--- src/hw/rtl/bftr_pkg.sv ---
`default_nettype none
package bftr_pkg;

	// Configuration register indexes
	typedef enum logic [2:0] {
		REG_VIS_WIDTH        = 3'd0,
		REG_VIS_HEIGHT       = 3'd1,
		REG_LINE_STRIDE      = 3'd2,
		REG_FG_COLOR         = 3'd3,
		REG_BACKGROUND_COLOR = 3'd4
	} reg_idx_t;

	localparam int CFG_DATA_W = 32;

	localparam logic [12:0] RST_VIS_WIDTH   = 13'd640;
	localparam logic [12:0] RST_VIS_HEIGHT  = 13'd480;
	localparam logic [13:0] RST_LINE_STRIDE = 14'd640;
	localparam logic [31:0] RST_FG_COLOR    = 32'hFFFF_FFFF;
	localparam logic [31:0] RST_BG_COLOR    = 32'h0000_0000;

	// Item kinds and control characters
	localparam logic       KIND_FONT = 1'b1;
	localparam logic [7:0] CHAR_LF   = 8'h0A;
	localparam logic [7:0] CHAR_CR   = 8'h0D;

	localparam int CELL_WIDTH  = 8;
	localparam int QUEUE_DEPTH = 2;

	typedef struct packed {
		logic [12:0] vis_width;
		logic [12:0] vis_height;
		logic [13:0] line_stride;
		logic [31:0] fg_color;
		logic [31:0] background_color;
	} cfg_t;

	// One queued word between front and back
	typedef struct packed {
		logic        is_font;
		logic [7:0]  code;
		logic [11:0] font_address;
		logic [7:0]  font_byte;
		logic [11:0] col;
		logic [11:0] row;
		logic [24:0] base;     // row * stride + col, mod 2^25
	} entry_t;

endpackage
`default_nettype wire

--- src/hw/rtl/bftr_if.sv ---
`default_nettype none
interface bftr_in_if;
	logic        valid;
	logic        ready;
	logic        kind;
	logic [7:0]  char_code;
	logic [11:0] font_address;
	logic [7:0]  font_byte;

	modport source (output valid, kind, char_code, font_address, font_byte, input ready);
	modport sink (input valid, kind, char_code, font_address, font_byte, output ready);
endinterface

`default_nettype wire

--- src/hw/rtl/bftr_front.sv ---
`default_nettype none
module bftr_front
	import bftr_pkg::*;
#(
	parameter int GLYPH_HEIGHT = 16
) (
	input  wire logic   clk,
	input  wire logic   arst_n,
	input  wire cfg_t   cfg,
	bftr_in_if.sink     chars,
	output logic        push_valid,
	input  wire logic   push_ready,
	output entry_t      push_entry
);
	localparam logic [12:0] GH13 = 13'(GLYPH_HEIGHT);
	localparam logic [12:0] CW13 = 13'(CELL_WIDTH);

	logic [11:0] col_q, row_q;
	logic [11:0] col_d, row_d;
	logic [11:0] col_m, row_m;
	logic [25:0] prod;
	logic        is_font, is_lf, is_cr, accept;

	// Right edge wrap, then return to top at the bottom
	function automatic logic [23:0] after_move(input logic [11:0] col, input logic [11:0] row,
		input cfg_t c);
		logic [11:0] nc, nr;
		nc = col;
		nr = row;
		if ({1'b0, col} + CW13 > c.vis_width) begin
			nc = '0;
			nr = 12'({1'b0, row} + GH13);
		end
		if ({1'b0, nr} + GH13 > c.vis_height) begin
			nr = '0;
		end
		return {nc, nr};
	endfunction

	assign is_font = chars.kind == KIND_FONT;
	assign is_lf   = !is_font && chars.char_code == CHAR_LF;
	assign is_cr   = !is_font && chars.char_code == CHAR_CR;
	assign accept  = chars.valid && push_ready;

	assign chars.ready = push_ready;
	assign push_valid  = chars.valid && !is_lf && !is_cr;

	assign prod = row_q * cfg.line_stride;

	always_comb begin
		push_entry.is_font      = is_font;
		push_entry.code         = chars.char_code;
		push_entry.font_address = chars.font_address;
		push_entry.font_byte    = chars.font_byte;
		push_entry.col          = col_q;
		push_entry.row          = row_q;
		push_entry.base         = 25'(prod + 26'(col_q));
	end

	always_comb begin
		col_m = col_q;
		row_m = row_q;
		if (is_lf) begin
			col_m = '0;
			row_m = 12'({1'b0, row_q} + GH13);
		end else if (is_cr) begin
			col_m = '0;
		end else begin
			col_m = 12'({1'b0, col_q} + CW13);
		end
		{col_d, row_d} = after_move(col_m, row_m, cfg);
	end

	always_ff @(posedge clk or negedge arst_n) begin
		if (!arst_n) begin
			col_q <= '0;
			row_q <= '0;
		end else if (accept && !is_font) begin
			col_q <= col_d;
			row_q <= row_d;
		end
	end
endmodule
`default_nettype wire

--- src/flat_wrapper.sv ---
// flat-port wrapper written by rule: the top's interface ports become plain ports
module bftr_front_flat import bftr_pkg::*;
#(
	parameter int GLYPH_HEIGHT = 16
)
  (clk, arst_n, cfg, push_valid, push_ready, push_entry, chars_valid, chars_kind, chars_char_code, chars_font_address, chars_font_byte, chars_ready);
  bftr_in_if chars_i ();
  input  wire logic clk;
  input  wire logic arst_n;
  input  wire cfg_t cfg;
  output logic push_valid;
  input  wire logic push_ready;
  output entry_t push_entry;
  input wire logic [$bits(chars_i.valid)-1:0] chars_valid;
  input wire logic [$bits(chars_i.kind)-1:0] chars_kind;
  input wire logic [$bits(chars_i.char_code)-1:0] chars_char_code;
  input wire logic [$bits(chars_i.font_address)-1:0] chars_font_address;
  input wire logic [$bits(chars_i.font_byte)-1:0] chars_font_byte;
  output wire logic [$bits(chars_i.ready)-1:0] chars_ready;
  assign chars_i.valid = chars_valid;
  assign chars_i.kind = chars_kind;
  assign chars_i.char_code = chars_char_code;
  assign chars_i.font_address = chars_font_address;
  assign chars_i.font_byte = chars_font_byte;
  assign chars_ready = chars_i.ready;
  bftr_front #(.GLYPH_HEIGHT(GLYPH_HEIGHT)) u_core (.clk(clk), .arst_n(arst_n), .cfg(cfg), .chars(chars_i), .push_valid(push_valid), .push_ready(push_ready), .push_entry(push_entry));
endmodule
--- config.mk ---
export PLATFORM = sky130hd
export DESIGN_NAME = bftr_front_flat
export DESIGN_NICKNAME = d
export VERILOG_FILES = /design/src/hw/rtl/bftr_pkg.sv /design/src/hw/rtl/bftr_if.sv /design/src/hw/rtl/bftr_front.sv /design/src/flat_wrapper.sv
export SDC_FILE = /design/constraint.sdc
export NUM_CORES = 1
export LEC_CHECK = 0
export ABC_CLOCK_PERIOD_IN_PS = 10500
export CORE_MARGIN = 4
export CORE_UTILIZATION = 35
export DETAILED_ROUTE_END_ITERATION = 8
export DONT_BUFFER_PORTS = 1
export RECOVER_POWER = 100
export SYNTH_ARGS = -nofsm -noshare
export SYNTH_HDL_FRONTEND = slang
export SYNTH_SLANG_ARGS = --single-unit
--- constraint.sdc ---
create_clock -name clk -period 10.5 [get_ports clk]
set_input_delay 2.1 -clock clk [delete_from_list [all_inputs] [get_ports clk]]
set_output_delay 2.1 -clock clk [all_outputs]
set_load 0.005 [all_outputs]
# ---- Word level (Yosys, flattened, before mapping)
# Index checks and enable logic that the tools add are counted.
dict set report word_totals {
  output_inout_bits 80
  regBits 24
}
dict set report classes {
  n_mul 1
  n_eq_ne 2
  add_sub_neg 6
  order_cmp 2
  reduce_logical 9
  muxes 6
}
# operator count
set ops {}
lappend ops {{$mux W12} 6}
lappend ops {{$gt A13 B13 Y1} 2}
lappend ops {{$add A25 B12 Y25} 1}
lappend ops {{$mul A12 B14 Y25} 1}
lappend ops {{$add A12 B5 Y12 const B} 2}
lappend ops {{$eq A8 B4 Y1 const B} 2}
lappend ops {{$add A12 B4 Y13 const B} 1}
lappend ops {{$add A12 B5 Y13 const B} 1}
lappend ops {{$add A12 B4 Y12 const B} 1}
lappend ops {{$logic_and A1 B1 Y1} 6}
lappend ops {{$logic_not A1 Y1} 3}

# ---- Longest topological paths before layout
dict set report depth {
  ltp_word 10
  mapped_depth 30
  mapped_depth_nobuf 28
}

# ---- Least setup slack after synthesis
# Ideal clock, no wire load.
dict set report synth_timing {
  path_type {in2out}
  from {input port cfg[65] (netlist bit)}
  to {output port push_entry[23] (netlist bit)}
  stages 17
  t_arrival_ns 6.755
  slack_ns 1.645
  cell_sequence {and2_1 -> fa_1 -> fa_1 -> inv_1 -> fa_1 -> inv_1 -> fa_1 -> fa_1 -> ha_1 -> a211oi_1 -> o211ai_1 -> a221o_1 -> o31a_1 -> a2111oi_2 -> o21bai_1 -> a21oi_1 -> xnor2_1}
}
# element line
set synth_rtl {}
lappend synth_rtl {{start: declaration} flat_wrapper.sv:10} ;# input wire cfg_t cfg;
lappend synth_rtl {{end: declaration} flat_wrapper.sv:13} ;# output entry_t push_entry;

==> results.py <==
metrics = {
    "outcome": {
        "status": "finished, final reports clean",
    },
    "timing": {
        "setup_viol": 0,
        "rsz0062_at_grt": "no",
        "finalCritPeriodShare_pct": 90.7,
        "skew_ns": 0.00119,
        "fmax_mhz": 105,
        "maxSlewViolCount": 0,
        "final.min_clock_period_ns": 9.52,
        "final.setup.worst_slack_ns": 0.979,
        "maxSlewHeadroom_pct": 18.0,
        "worst_pin_slew_ns": 1.22,
        "hold_violations": 0,
        "tns_ns": 0,
    },
    "die": {
        "start_util_pct": 36.0,
        "num_rows": 53,
        "core_um2": 21200,
        "die_area_um2": 24200,
        "die_h_um": 156,
        "ioPinCount": 217,
        "fp.dieW_um": 156,
    },
    "worst_setup_path": {
        "cp-end-kind": "primary output",
        "cp_max_fo": 8,
        "startpoint_type": "primary input",
        "crit_required_ns": 8.40,
        "r2r_start": "u_core.col_q[3]",
        "cp.arrival_ns": 7.42,
        "crit_type": "in2out",
        "startpoint": "cfg[65]",
    },
    "synthesis": {
        "synth_compound_area_share_pct": 10.9,
        "ys_seq_area_share_pct": 6.56,
        "yosys-top-cells-count": "inv_1 (158), ha_1 (115), fa_1 (96)",
        "yosys.area_share.simple_pct": 19.2,
        "synth-xor-area-share_pct": 6.28,
        "avgSynthCellArea_um2": 8.53,
        "synth_top_family_by_area": "adder cells",
        "synth_warnings": 0,
        "synth_edf_count": 0,
        "yosysTopAreaCell": "fa_1",
        "synth_ff_type": "dfrtp_1",
        "yosysMostFrequentCell": "inv_1",
        "synthTopCellsByArea": "fa_1 (25%), ha_1 (19%), inv_1 (7.8%)",
        "post_synth_mux_area_share_pct": 0.279,
        "synth.ff_latch_count": 20,
        "synthesis.area_um2": 7630,
        "synthAdderAreaFrac_pct": 44.0,
        "postSynthCellCount": 895,
        "async_flop_share_pct": 100,
        "synth_top_area_share_pct": 25.2,
        "synth_cell_types": 68,
    },
    "detailed_routing": {
        "drt-wirelength-per-cell_um": 14.0,
        "num_vias": 5607,
        "antenna_left": 0,
        "drt_iter0_markers": 161,
        "wirelength_mm": 16.1,
        "drc_errors": 0,
        "firstDrtPassIters": 5,
        "via_per_inst": 4.87,
    },
    "placed_design": {
        "dp_hpwl_mm": 13.6,
        "io_buffers": 0,
        "routabilityCongestion": 0.797,
        "dp_cells": 1147,
        "pre_cts_ws_ns": 1.14,
    },
    "power": {
        "p_leak_nw": 4.07,
        "power_density_nw_per_um2": 91.4,
        "ir_drop_uv": 63.1,
    },
    "clock_tree": {
        "insertion_delay_ns": 0.25,
        "htreeDepth": 1,
        "cts.sinks": 20,
        "ctsHoldBuffers": 0,
        "clockRootBuffer": "clkbuf_16",
        "postCtsSetupBuffers": 0,
        "cts_resized": 0,
        "cts_made_buffers": 3,
        "cts_buffer_depth": 2,
        "tritoncts": "built",
        "clkSlewWorstSetupHoldPaths_ns": 0.05,
    },
    "global_route": {
        "antenna_found_initial": 0,
        "grt.overflow.total": 0,
        "first_global_vias": 5527,
        "grt_pass1_wl_mm": 26.6,
        "grt_max_degree": 25,
        "track_usage_pct": 13.0,
    },
    "hold_path": {
        "hold_start": "u_core.col_q[0]",
        "hold_path.class": "reg2reg",
    },
    "layout": {
        "drive_above_1_share_pct": 2.63,
        "final_cells": 1151,
        "antennaDiodeCount": 0,
        "area_growth_syn_to_layout_pct": 2.00,
        "nets": 1225,
    },
    "flow_run": {
        "max_cap_violations": 0,
    },
}
## stage by stage
stage               cell area, µm²  hold slack, ns  util [%]  power [mW]
finish                        7790           0.597      36.7       0.712
global route                  7790           0.639      36.7       0.808
CTS                           7830           0.598      36.9       0.731
detailed placement            7740           0.583      36.5       0.641
global placement              7740           0.580      36.5       0.635
floorplan                     7760           0.529         -       0.538
## metal layers
metal | GRT usage [%] | vias to the layer above | routed length (µm)
met4 | 1.33 | 0 | 121
met2 | 22.6 | 123 | 7900
met3 | 2.94 | 12 | 996
li1 | - | 2762 | -
met5 | 0 | - | 0
met1 | 17.3 | 2710 | 7070
## critical path, stage by stage
cell       delay [ns]
and2_0           0.16
fa_1             0.45
fa_1             0.52
inv_1            0.05
fa_1             0.47
inv_1            0.05
fa_1             0.50
fa_1             0.48
ha_1             0.38
a211oi_1         0.29
o211ai_1         0.18
a221o_1          0.41
o31a_1           0.33
a2111oi_0        0.54
o21bai_1         0.17
a21oi_1          0.21
xnor2_1          0.16
## state kept, by name, summed over array words and instances (netlist names)
signal and flops:
u_core.col_q 12, u_core.row_q 8
## cells by family after synthesis
group / after synthesis
AO/OA/AOI/OAI: 120
XOR/XNOR: 53
adder cells (fa/ha/maj): 211
buffers and inverters: 215
flip-flops: 20
multiplexers: 2
other: 2
AND/OR/NAND/NOR: 272
## report_power, final
part           switching, mW  internal (mW)
combinational          0.303          0.215
sequential            0.0242         0.0843
clock                 0.0273         0.0580
## layout by cell type (no fill, tap or decap), types with 5 or more instances in the layout
master      n
xnor2_1    39
o31ai_1    12
nand2b_1   15
and2_1     79
nand2_1    68
ha_1      115
inv_1     158
nor2_1     35
nand3_1    15
and2_0      7
dfrtp_1    20
fa_1       96
and3_1      5
o31a_1      5
nand4_1     8
a21o_1     10
nor2b_1    10
o21a_1      6
xor2_1     12
conb_1     35
o21ai_0    28
nor3_1      8
a21oi_1    28
## area by class of cell
| class | instances | area [µm²] |
|---|---|---|
| fill | 2230 | 13400 |
| multi-input combinational | 693 | 6260 |
| inverter | 158 | 593 |
| sequential | 20 | 500 |
| tap | 275 | 344 |
| clock buffer | 4 | 88.8 |
| timing repair buffer | 1 | 3.75 |
## final timing paths
| path | slack (ns) | to | cells past startpoint |
|---|---|---|---|
| setup reg to reg | 3.73 | u_core.row_q[6] | 26 |
| setup / recovery | 0.98 | push_entry[23] | 17 |
| hold reg to reg | 0.60 | u_core.col_q[0] | 1 |
| max in group asynchronous | 8.89 | u_core.row_q[7] | 0 |
| min in group asynchronous | 1.54 | u_core.col_q[2] | 0 |
| hold / removal | 0.60 | u_core.col_q[0] | 1 |
(Power assumes the default switching activity.)
