==> src/hw/rtl/bftr_pkg.sv <==
`default_nettype none
package bftr_pkg;

	// Configuration register indexes
	typedef enum logic [2:0] {
		REG_VIS_WIDTH        = 3'd0,
		REG_VIS_HEIGHT       = 3'd1,
		REG_LINE_STRIDE      = 3'd2,
		REG_FG_COLOR         = 3'd3,
		REG_BACKGROUND_COLOR = 3'd4
	} reg_idx_t;

	localparam int CFG_DATA_W = 32;

	localparam logic [12:0] RST_VIS_WIDTH   = 13'd640;
	localparam logic [12:0] RST_VIS_HEIGHT  = 13'd480;
	localparam logic [13:0] RST_LINE_STRIDE = 14'd640;
	localparam logic [31:0] RST_FG_COLOR    = 32'hFFFF_FFFF;
	localparam logic [31:0] RST_BG_COLOR    = 32'h0000_0000;

	// Item kinds and control characters
	localparam logic       KIND_FONT = 1'b1;
	localparam logic [7:0] CHAR_LF   = 8'h0A;
	localparam logic [7:0] CHAR_CR   = 8'h0D;

	localparam int CELL_WIDTH  = 8;
	localparam int QUEUE_DEPTH = 2;

	typedef struct packed {
		logic [12:0] vis_width;
		logic [12:0] vis_height;
		logic [13:0] line_stride;
		logic [31:0] fg_color;
		logic [31:0] background_color;
	} cfg_t;

	// One queued word between front and back
	typedef struct packed {
		logic        is_font;
		logic [7:0]  code;
		logic [11:0] font_address;
		logic [7:0]  font_byte;
		logic [11:0] col;
		logic [11:0] row;
		logic [24:0] base;     // row * stride + col, mod 2^25
	} entry_t;

endpackage
`default_nettype wire

==> src/hw/rtl/bftr_queue.sv <==
`default_nettype none
module bftr_queue
	import bftr_pkg::*;
(
	input  wire logic   clk,
	input  wire logic   arst_n,
	input  wire logic   push_valid,
	output logic        push_ready,
	input  wire entry_t push_entry,
	output logic        pop_valid,
	input  wire logic   pop_ready,
	output entry_t      pop_entry
);
	localparam int PW = $clog2(QUEUE_DEPTH);

	entry_t        mem_q [QUEUE_DEPTH];
	logic [PW-1:0] wr_q, rd_q;
	logic [PW:0]   cnt_q;
	logic          push, pop;

	assign push_ready = cnt_q != (PW+1)'(QUEUE_DEPTH);
	assign pop_valid  = cnt_q != '0;
	assign pop_entry  = mem_q[rd_q];
	assign push       = push_valid && push_ready;
	assign pop        = pop_valid && pop_ready;

	always_ff @(posedge clk) begin
		if (push) begin
			mem_q[wr_q] <= push_entry;
		end
	end

	always_ff @(posedge clk or negedge arst_n) begin
		if (!arst_n) begin
			wr_q  <= '0;
			rd_q  <= '0;
			cnt_q <= '0;
		end else begin
			if (push) begin
				wr_q <= (wr_q == PW'(QUEUE_DEPTH-1)) ? '0 : wr_q + 1'b1;
			end
			if (pop) begin
				rd_q <= (rd_q == PW'(QUEUE_DEPTH-1)) ? '0 : rd_q + 1'b1;
			end
			if (push && !pop) begin
				cnt_q <= cnt_q + 1'b1;
			end else if (pop && !push) begin
				cnt_q <= cnt_q - 1'b1;
			end
		end
	end
endmodule
`default_nettype wire

==> config.mk <==
export PLATFORM = sky130hd
export DESIGN_NAME = bftr_queue
export DESIGN_NICKNAME = d
export VERILOG_FILES = /design/src/hw/rtl/bftr_pkg.sv /design/src/hw/rtl/bftr_queue.sv
export SDC_FILE = /design/constraint.sdc
export NUM_CORES = 1
export LEC_CHECK = 0
export BUFFER_PORTS_ARGS = -buffer_cell sky130_fd_sc_hd__buf_4
export CORE_MARGIN = 4
export CORE_UTILIZATION = 50
export CTS_BUF_LIST = sky130_fd_sc_hd__clkbuf_8
export CTS_CLUSTER_SIZE = 10
export DETAILED_ROUTE_END_ITERATION = 6
export PLACE_DENSITY = 0.84
export SETUP_SLACK_MARGIN = 0.2
export SKIP_LAST_GASP = 1
export SLEW_MARGIN = 40
export SYNTH_ARGS = -nofsm -noshare
export SYNTH_HDL_FRONTEND = slang
export SYNTH_SLANG_ARGS = --single-unit
export TNS_END_PERCENT = 50
==> constraint.sdc <==
create_clock -name clk -period 9.1 [get_ports clk]
set_input_delay 1.82 -clock clk [delete_from_list [all_inputs] [get_ports clk]]
set_output_delay 1.82 -clock clk [all_outputs]
set_load 0.02 [all_outputs]
Word level (Yosys, flattened, before mapping)
Memory sizes are Yosys's and may differ from the RTL's.
Cells that the tools add are included.
W data, S select, Z words.
- flip-flop bits (word level): 4
- latch bits: 0
- memory bits (writable): 156
- memory bits (read-only): 0
- input bits: 82
- output and inout port bits: 80
- logic and storage cells: 23
- memories: 1
- memories (name ; words ; width ; rd ports ; clocked after Yosys merged registers in ; wr ports ; RTL line ; text):
    mem_q ; 2 ; 78 ; 1 ; 0 ; 1 ; bftr_queue.sv:16 ; entry_t mem_q [QUEUE_DEPTH];
- add/subtract/negate cells: 4
- $mul: 0
- divide/modulo/power cells: 0
- $lt $le $gt $ge: 0
- equality and inequality tests: 1
- shift-type cells: 0
- mux-type cells: 6
- bitwise operators: 0
- reduce and logical (&&, ||, !) cells: 8
- operators by type and width (cell ; number):
    $logic_and A1 B1 Y1 ; 4
    $mux W1 ; 4
    $mux W2 ; 2
    $reduce_bool A2 Y1 ; 2
    $add A1 B1 Y1 const B ; 2
    $add A2 B1 Y2 const B ; 1
    $logic_not A1 Y1 ; 2
    $ne A2 B2 Y1 const B ; 1
    $sub A2 B1 Y2 const B ; 1

Longest topological paths before layout
Gate-level depths: netlist (run 1).
- depth in word-level cells: 6
- depth in mapped cells: 7
- mapped depth without buffers: 7

Worst setup path after synthesis (run 1)
OpenSTA, ideal clock, no wires.
- path type: input-to-reg
- from: input port push_valid
- to: memory mem_q[0][0] in the netlist's numbering, enable pin
- setup time: 0.515 ns
- arrival: 5.171 ns
- data required time: 8.585 ns
- setup slack: 3.414 ns
- cell stages on the path: 2
- buffers on the path: 0
- path through: nand2_1 > nor2_1
- cells in the longest elaborated chain, start to end: 3
- ends and longest elaborated chain (element ; RTL line ; text):
    start: declaration ; bftr_queue.sv:7 ; input wire logic push_valid,
    $logic_and A1 B1 Y1 ; bftr_queue.sv:24 ; assign push = push_valid && push_ready;
    $mux W1 ; bftr_queue.sv:28 ; if (push) begin
    $mux W1 (not written as such) ; bftr_queue.sv:29 ; mem_q[wr_q] <= push_entry;
    end: declaration ; bftr_queue.sv:16 ;
No other way between the ends.

==> impl_metrics.yaml, run 1 <==
run_status:
  status: "finished clean"
critical_path:
  worst_setup_path_end_kind: "output port"
  crit_path_top_delay_cell: "dfrtp_4"
  crit_type: "reg -> out"
  arrival_ns: 1.88
  max_stage_delay_ns: 0.64
  worst_setup_path_start_kind: "flip-flop"
  cp_max_fo: 34
  cp_cell_sequence: "buf_12 > mux2_2 > buf_4"
  critPathRequiredTime_ns: 7.28
synth:
  ys_types: 15
  seq_area_frac_synth: 0.8167
  synth_top_area_cell: "edfxtp_1"
  syn_inst: 261
  avgSynthCellArea_um2: 22.44
  synth_area_leaders: "edfxtp_1 80%, mux2_2 13%, mux2_4 2.6%, dfrtp_1 1.7%, buf_6 0.58%"
  synth_fp_nets: 344
  ys_warn_count: 0
  yosysTopAreaCellShare: 0.7997
  netlist_area_um2: 5858
  synth_seq_cells: 160
route:
  ant_nets: 0
  drt-total-wl_mm: 10.48
  wl_per_cell_um: 17.65
  drtIter0Drc: 141
  dr_total_vias: 2970
  drc: 0
  vias_per_cell: 5.000
  drtPass1Iterations: 4
sta:
  finClkSkew_ns: 0.006694
  relSlewSlack: 0.5659
  finalCritPeriodShare: 0.4065
  min_period_ns: 3.700
  tightest_slew_ns: 0.6512
  fin_ws_ns: 5.400
  setup_viol: 0
  rsz0062_at_grt: "false"
  slew_violations: 0
  fin_setup_tns_ns: 0
  max_freq_mhz: 270.3
  hold_violations: 0
place:
  post-place-cells: 561
  place.gp.congestion: 0.6821
  place_ws_ns: 5.252
  dp_hpwl_mm: 7.209
  io_buffers: 161
clock_tree:
  cts_root_buf: "clkbuf_8"
  cts_resized: 0
  h-tree-depth: 4
  cts_hold_buf: 0
  cts_sinks: 160
  cts_buffer_depth: 2
  cts_tree: "built"
  cts_made_buffers: 17
  postCtsSetupBuffers: 0
  clk_latency_ns: 0.43
  clk_pin_slew_ns: 0.08
power:
  leakage_nw: 2.898
  peakVddDrop_v: 0.0002258
  power.density_nw_per_um2: 323.9
grt:
  grtUsageTotal: 0.1576
  grt-ovfl-total: 0
  grt_pass1_wl_mm: 15.68
  grt_pass1_vias: 3226
  grt_max_degree: 50
  antenna_found_initial: 0
cells_and_area:
  layout-drive-gt1-share: 0.6164
  finalNonFillerCells: 594
  num-nets-final: 521
  layout_commonest_cell: "buf_4"
  areaGrowthSynthToFinish_pct: 31.25
  layout_common_cells: "162 x buf_4, 156 x edfxtp_1, 68 x mux2_2, 17 x clkbuf_8, 10 x mux2_4"
  fillers: 758
  diodes: 0
floorplan:
  fp-row-count: 39
  start_util: 0.5109
  ios: 162
  core_um2: 11470
  dieArea_um2: 13510
  die_y_um: 116.2
  die_w_um: 116.2
worst_hold_path:
  hp-class: "reg -> reg"
job:
  maxCapViolations: 0
-- cell families after synthesis --
kind of cell,synth area share
fa+ha+maj,0.002135
buf+inv,0.01153
mux,0.1563
flops,0.8167
xor+xnor,0.007477
simple gates,0.005770
-- cells in the mapped netlist --
master	number
dfrtp_1	4
buf_6	3
nand2b_1	1
edfxtp_1	156
ha_1	1
mux2_2	68
nor2_1	2
and3_1	1
mux2_4	10
or2_2	1
buf_2	6
xnor2_1	3
xor2_1	2
nand2_1	2
inv_1	1
-- stage by stage --
stage	area [um2]	util	hold WS (ns)	power, mW
after floorplan	5858	-	0.4559	1.659
after global placement	7206	0.6284	0.4717	1.975
after detailed placement	7293	0.6360	0.4888	2.031
after CTS	7674	0.6692	0.5084	2.523
after global routing	7689	0.6705	0.5346	2.613
final	7689	0.6705	0.5115	2.491
-- worst max-delay path, delay by kind of cell (launching register included) --
kind	cells	cell delay, ns
mux	1	0.37
flops	1	0.64
buf+inv	2	0.42
-- flip-flops by register name, indices dropped and copies added (netlist names) --
| register | cells |
|---|---|
| rd_q | 1 |
| wr_q | 1 |
| mem_q | 156 |
| cnt_q | 2 |
-- routing by layer --
| layer | vias up | GRT usage | routed length, um |
|---|---|---|---|
| li1 | 1384 | - | - |
| met1 | 1454 | 0.1807 | 4072 |
| met2 | 118 | 0.2723 | 5558 |
| met3 | 14 | 0.05130 | 719 |
| met4 | 0 | 0.06574 | 131 |
| met5 | - | 0 | 0 |
-- cell type report --
class | count | area [um2] | share of cell area
multi-input combinational | 91 | 1018 | 0.1325
clock inverter | 15 | 146.4 | 0.01904
inverter | 1 | 3.754 | 0.0004882
sequential | 160 | 4788 | 0.6228
clock buffer | 17 | 234.0 | 0.03043
tap | 143 | 178.9 | 0.02327
timing repair buffer | 167 | 1319 | 0.1715
-- where the power goes --
part / switching [mW] / internal, mW / total, mW
combinational: 0.493 / 0.443 / 0.937
clock: 0.246 / 0.241 / 0.486
sequential: 0.0606 / 1.01 / 1.07
-- path summary, 6_finish.rpt --
| check | to | depth (start not counted) | slack, ns | startpoint |
|---|---|---|---|---|
| max | pop_entry[35] | 3 | 5.40 | rd_q |
| min | cnt_q[1] | 1 | 0.51 | cnt_q[1] |
| max reg2reg | mem_q[0][47] | 4 | 6.86 | cnt_q[0] |
| min reg2reg | cnt_q[1] | 1 | 0.51 | cnt_q[1] |
| max in group asynchronous | rd_q | 1 | 7.82 | arst_n |
| min in group asynchronous | wr_q | 1 | 1.17 | arst_n |
Power figures use the tool's default switching activity.
==> run 2, diff against run 1 <==
--- a/config.mk
+++ b/config.mk
@@ -5,6 +5,7 @@
 export SDC_FILE = /design/constraint.sdc
 export NUM_CORES = 1
 export LEC_CHECK = 0
+export ABC_AREA = 1
 export BUFFER_PORTS_ARGS = -buffer_cell sky130_fd_sc_hd__buf_4
 export CORE_MARGIN = 4
 export CORE_UTILIZATION = 50
==> constraint.sdc (replaced) <==
create_clock -name clk -period 3.6 [get_ports clk]
set_input_delay 0.72 -clock clk [delete_from_list [all_inputs] [get_ports clk]]
set_output_delay 0.72 -clock clk [all_outputs]
set_load 0.02 [all_outputs]
==> run 2 against run 1 <==
  * Clock power rose to 2.8 times the previous value
  * Largest cell class unchanged
  * Hold slack got worse by 0.46 ns
  * Sequential share of layout area grew 0.43 points
  * Largest power group unchanged
==> impl_metrics.yaml, run 2 <==
floorplan:
  start_util: 0.5138
  dieArea_um2: 13590
  die_y_um: 116.6
  fp-row-count: 39
  core_um2: 11470
  die_w_um: 116.6
  ios: 162
cells_and_area:
  register_area_um2: 4786
  largest_register: "mem_q"
  fillers: 777
  multiInputGateArea_um2: 984.7
  num-nets-final: 687
  areaGrowthSynthToFinish_pct: 29.54
  diodes: 0
  layout_commonest_cell: "nand2_1"
  finalNonFillerCells: 759
  reg_top3: "mem_q: 156 flops, cnt_q: 2 flops"
  layout_common_cells: "244 x nand2_1, 166 x buf_4, 156 x edfxtp_1, 17 x clkbuf_8, 7 x inv_1"
  largest_reg_flops: 156
  layout-drive-gt1-share: 0.3198
synth:
  seq_area_frac_synth: 0.8121
  synthArstFlopShare: 0.02500
  synth_edf_count: 156
  synth_seq_cells: 160
  syn_inst: 436
  synth_ff_type: "edfxtp_1"
  netlist_area_um2: 5892
  ys_warn_count: 0
  ys_types: 14
  yosysTopAreaCellShare: 0.7951
  synth_most_common_cell: "nand2_1"
  synth_top_area_cell: "edfxtp_1"
  synthTopCellsByCount: "244 x nand2_1, 156 x edfxtp_1, 12 x buf_2"
  synth_fp_nets: 519
  avgSynthCellArea_um2: 13.51
  synth_area_leaders: "edfxtp_1 80%, nand2_1 16%, dfrtp_1 1.7%, buf_2 1.0%, buf_6 0.57%"
sta:
  hold_violations: 0
  relSlewSlack: 0.4495
  max_freq_mhz: 376.8
  finClkSkew_ns: 0.01118
  min_period_ns: 2.654
  rsz0062_at_grt: "false"
  slew_violations: 0
  tightest_slew_ns: 0.8258
  setup_viol: 0
  finalCritPeriodShare: 0.7373
power:
  pwr-share-clk: 0.205
  finalPower_mw: 6.555
  p_sw_frac: 0.3633
  pwr-share-comb: 0.389
  peakVddDrop_v: 0.0006082
  power.switching_mw: 2.381
  leakage_nw: 3.280
  p_int_mw: 4.173
  power.density_nw_per_um2: 858.8
  power_frac_seq: 0.406
critical_path:
  cp_max_fo: 79
  critPathRequiredTime_ns: 2.88
  worst_setup_path_end_kind: "output port"
  arrival_ns: 1.93
  worst_setup_path_start_kind: "flip-flop"
  crit_type: "reg -> out"
clock_tree:
  cts_resized: 0
  cts_tree: "built"
  cts_buffer_depth: 2
  clk_latency_ns: 0.45
  cts_hold_buf: 0
  cts_made_buffers: 17
  cts_root_buf: "clkbuf_8"
  cts_sinks: 160
  h-tree-depth: 4
  clk_pin_slew_ns: 0.08
  postCtsSetupBuffers: 0
place:
  dp_hpwl_mm: 7.714
  post-place-cells: 728
  io_buffers: 161
  place.gp.congestion: 0.7431
route:
  drtPass1Iterations: 4
  ant_nets: 0
  vias_per_cell: 4.892
  drc: 0
  drtIter0Drc: 260
  drt-total-wl_mm: 11.82
  wl_per_cell_um: 15.58
  dr_total_vias: 3713
grt:
  grt_max_degree: 80
  antenna_found_initial: 0
  grt_pass1_vias: 3776
  grt_pass1_wl_mm: 18.26
  grt-ovfl-total: 0
  grtUsageTotal: 0.1804
worst_hold_path:
  hp-class: "in -> async"
run_status:
  status: "finished clean"
job:
  maxCapViolations: 0
## run 2: cell count changes after synthesis, sizes merged
cell,delta
and3,-1
buf,+8
inv,+6
mux2,-78
nand2,+242
nand2b,-1
nand3,+2
nand4,+1
or2,-1
xnor2,-2
xor2,-1
## run 2: per-stage QoR
| step | utilization | cell area [um2] | setup WS, ns | hold WS [ns] | TNS (ns) |
|---|---|---|---|---|---|
| 2_1_floorplan | - | 5892 | -1.005 | 0.4244 | -156.86 |
| 3_3_place_gp | 0.6300 | 7224 | 1.486 | 0.4808 | 0 |
| 3_5_place_dp | 0.6300 | 7224 | 1.440 | 0.5211 | 0 |
| 4_1_cts | 0.6656 | 7632 | 0.9367 | 0.02508 | 0 |
| 5_1_grt | 0.6656 | 7632 | 0.7954 | 0.01162 | 0 |
| 6_report | 0.6656 | 7632 | 0.9458 | 0.04920 | 0 |
## run 2: worst max-delay path, cell delays in order (launching register included)
cell     delay (ns)
dfrtp_2        0.43
inv_4          0.56
nand2_1        0.16
nand2_1        0.12
buf_4          0.15
## run 2: final timing paths
path	from	depth (start not counted)	slack (ns)	to
setup / recovery	rd_q	4	0.95	pop_entry[42]
hold / removal	arst_n	1	0.05	cnt_q[0]
setup reg to reg	cnt_q[0]	5	1.79	mem_q[0][41]
hold reg to reg	cnt_q[0]	1	0.53	cnt_q[0]
max in group asynchronous	arst_n	1	3.44	wr_q
min in group clk	push_entry[49]	1	0.45	mem_q[0][49]
## run 2: final cells by class
cell class	count	area share
sequential	160	0.6270
timing repair buffer	166	0.1633
multi-input combinational	252	0.1290
clock buffer	17	0.03066
tap	143	0.02344
clock inverter	14	0.02279
inverter	7	0.003770
## run 2: logic make-up after synthesis
| family | share of synthesized area |
|---|---|
| flip-flops | 0.8121 |
| buffers and inverters | 0.02336 |
| XOR/XNOR | 0.002974 |
| adder cells (fa/ha/maj) | 0.002123 |
| AND/OR/NAND/NOR | 0.1595 |
## run 2: power by group through the flow
stage | logic [mW] | registers (mW) | clock network, mW
6_report | 2.55 | 2.66 | 1.34
5_1_grt | 2.78 | 2.69 | 1.47
4_1_cts | 2.59 | 2.66 | 1.37
3_5_place_dp | 2.58 | 2.70 | 0
3_3_place_gp | 2.52 | 2.67 | 0
2_1_floorplan | 1.54 | 2.71 | 0
## run 2: layer usage
layer / GRT usage / part of all wire / up-vias
met2: 0.2956 / 0.50 / 165
met4: 0.05581 / 0.0080 / 0
met5: 0 / 0 / -
met1: 0.2169 / 0.39 / 1739
met3: 0.07979 / 0.10 / 10
li1: - / - / 1799
==> run 3, diff against run 2 <==
==> constraint.sdc (replaced) <==
create_clock -name clk -period 2.75 [get_ports clk]
set_input_delay 0.55 -clock clk [delete_from_list [all_inputs] [get_ports clk]]
set_output_delay 0.55 -clock clk [all_outputs]
set_load 0.02 [all_outputs]
==> run 3 against run 2 <==
  * Register-to-register slack worse by 0.82 ns
  * Sequential cell count stayed put
  * Critical endpoint is now pop_entry[45]
  * Die area stayed put
  * Final cell count is 0.40% higher
  * Final area hardly changed
  * Wire length is 0.80% lower
  * Hold slack better by 0.25 ns
  * Via count is 1.6% lower
  * Global-route usage is 0.72 points lower
  * Clock skew is 0.0043 ns lower
  * First-iteration DRC count is 3.5% higher
  * Worst setup slack worse by 0.51 ns
==> impl_metrics.yaml, run 3 (synthesized netlist as in run 2, its figures left out) <==
clock_tree:
  clk_latency_ns: 0.43
  cts_root_buf: "clkbuf_8"
  cts_buffer_depth: 2
  h-tree-depth: 4
  cts_hold_buf: 1
  cts_sinks: 160
  postCtsSetupBuffers: 0
  cts_resized: 0
  clk_pin_slew_ns: 0.08
  cts_made_buffers: 17
  cts_tree: "built"
cells_and_area:
  diodes: 0
  reg_top3: "mem_q: 156 flops, cnt_q: 2 flops"
  layout-drive-gt1-share: 0.3199
  largest_register: "mem_q"
  layout_common_cells: "244 x nand2_1, 165 x buf_4, 156 x edfxtp_1, 17 x clkbuf_8, 8 x inv_1"
  areaGrowthSynthToFinish_pct: 29.50
  largest_reg_flops: 156
  num-nets-final: 689
  layout_commonest_cell: "nand2_1"
power:
  power.density_nw_per_um2: 1103
  leakage_nw: 3.274
  peakVddDrop_v: 0.0006827
  finalPower_mw: 8.419
grt:
  grt_max_degree: 79
  grt-ovfl-total: 0
  antenna_found_initial: 0
  grtUsageTotal: 0.1732
  grt_pass1_vias: 3709
  grt_pass1_wl_mm: 17.65
route:
  drtIter0Drc: 269
  vias_per_cell: 4.793
  ant_nets: 0
  dr_total_vias: 3652
  wl_per_cell_um: 15.39
  drtPass1Iterations: 5
  drc: 0
  drt-total-wl_mm: 11.73
sta:
  min_period_ns: 2.318
  rsz0062_at_grt: "false"
  fin_setup_tns_ns: 0
  setup_viol: 0
  finalCritPeriodShare: 0.8428
  relSlewSlack: 0.6120
  tightest_slew_ns: 0.5820
  slew_violations: 0
  hold_violations: 0
  finClkSkew_ns: 0.006864
  max_freq_mhz: 431.5
place:
  io_buffers: 161
  place.gp.congestion: 0.6976
  dp_hpwl_mm: 7.866
critical_path:
  worst_setup_path_end_kind: "output port"
  cp_max_fo: 50
  crit_type: "reg -> out"
  worst_setup_path_start_kind: "flip-flop"
  arrival_ns: 1.77
  critPathRequiredTime_ns: 2.20
job:
  maxCapViolations: 0
floorplan:
  ios: 162
  fp-row-count: 39
  dieArea_um2: 13590
  start_util: 0.5138
  die_y_um: 116.6
  core_um2: 11470
  die_w_um: 116.6
run_status:
  status: "finished clean"
worst_hold_path:
  hp-class: "in -> reg"
## run 3: changes by cell type in the layout (fill, tap and decap cells not counted)
| cell | change |
|---|---|
| clkinv_2 | +1 |
| buf_4 | -1 |
| dlygate4sd3_1 | +1 |
| bufinv_16 | -2 |
| buf_12 | +2 |
| clkinvlp_4 | +2 |
| clkinv_4 | -1 |
| inv_1 | +1 |
## run 3: metrics by stage
step	setup slack, ns	area (um2)	hold WS, ns	util	std cells
6_report	0.4323	7630	0.3001	0.6654	762
4_1_cts	0.3766	7630	0.2713	0.6654	762
5_1_grt	0.2760	7630	0.2590	0.6654	762
3_5_place_dp	0.8670	7257	0.3495	0.6328	729
2_1_floorplan	-0.4919	5897	0.2544	-	436
3_3_place_gp	0.8966	7257	0.3492	0.6328	729
## run 3: report_power, final
part	internal [mW]	switching [mW]	total, mW
Sequential	3.33	0.138	3.47
Combinational	1.20	2.19	3.39
Clock	0.781	0.779	1.56
Total	5.31	3.11	8.42
## run 3: final timing paths
check                      depth (start not counted)  slack, ns      startpoint             to
hold reg to reg                                    1       0.50        cnt_q[0]       cnt_q[0]
min in group asynchronous                          2       0.45          arst_n           rd_q
hold / removal                                     1       0.30  push_entry[57]   mem_q[0][57]
max in group asynchronous                          2       2.19          arst_n           rd_q
setup / recovery                                   5       0.43            rd_q  pop_entry[45]
setup reg to reg                                   5       0.97        cnt_q[0]   mem_q[1][63]
## run 3: critical path, stage by stage, from the launching register on
cell and delay (ns):
dfrtp_2 0.44, inv_4 0.27, buf_12 0.28, nand2_1 0.08, nand2_1 0.10, buf_4 0.15
## run 3: area by class of cell
type | count | area, um2
clock inverter | 15 | 128.9
multi-input combinational | 252 | 984.7
sequential | 160 | 4786
clock buffer | 17 | 234.0
tap | 143 | 178.9
inverter | 7 | 28.78
timing repair buffer | 168 | 1289
fill | 816 | 3837
## run 3: per-layer routing
metal / GRT usage / part of all wire
met3: 0.06114 / 0.081
met2: 0.2979 / 0.52
met5: 0 / 0
met1: 0.2057 / 0.39
met4: 0.05352 / 0.010
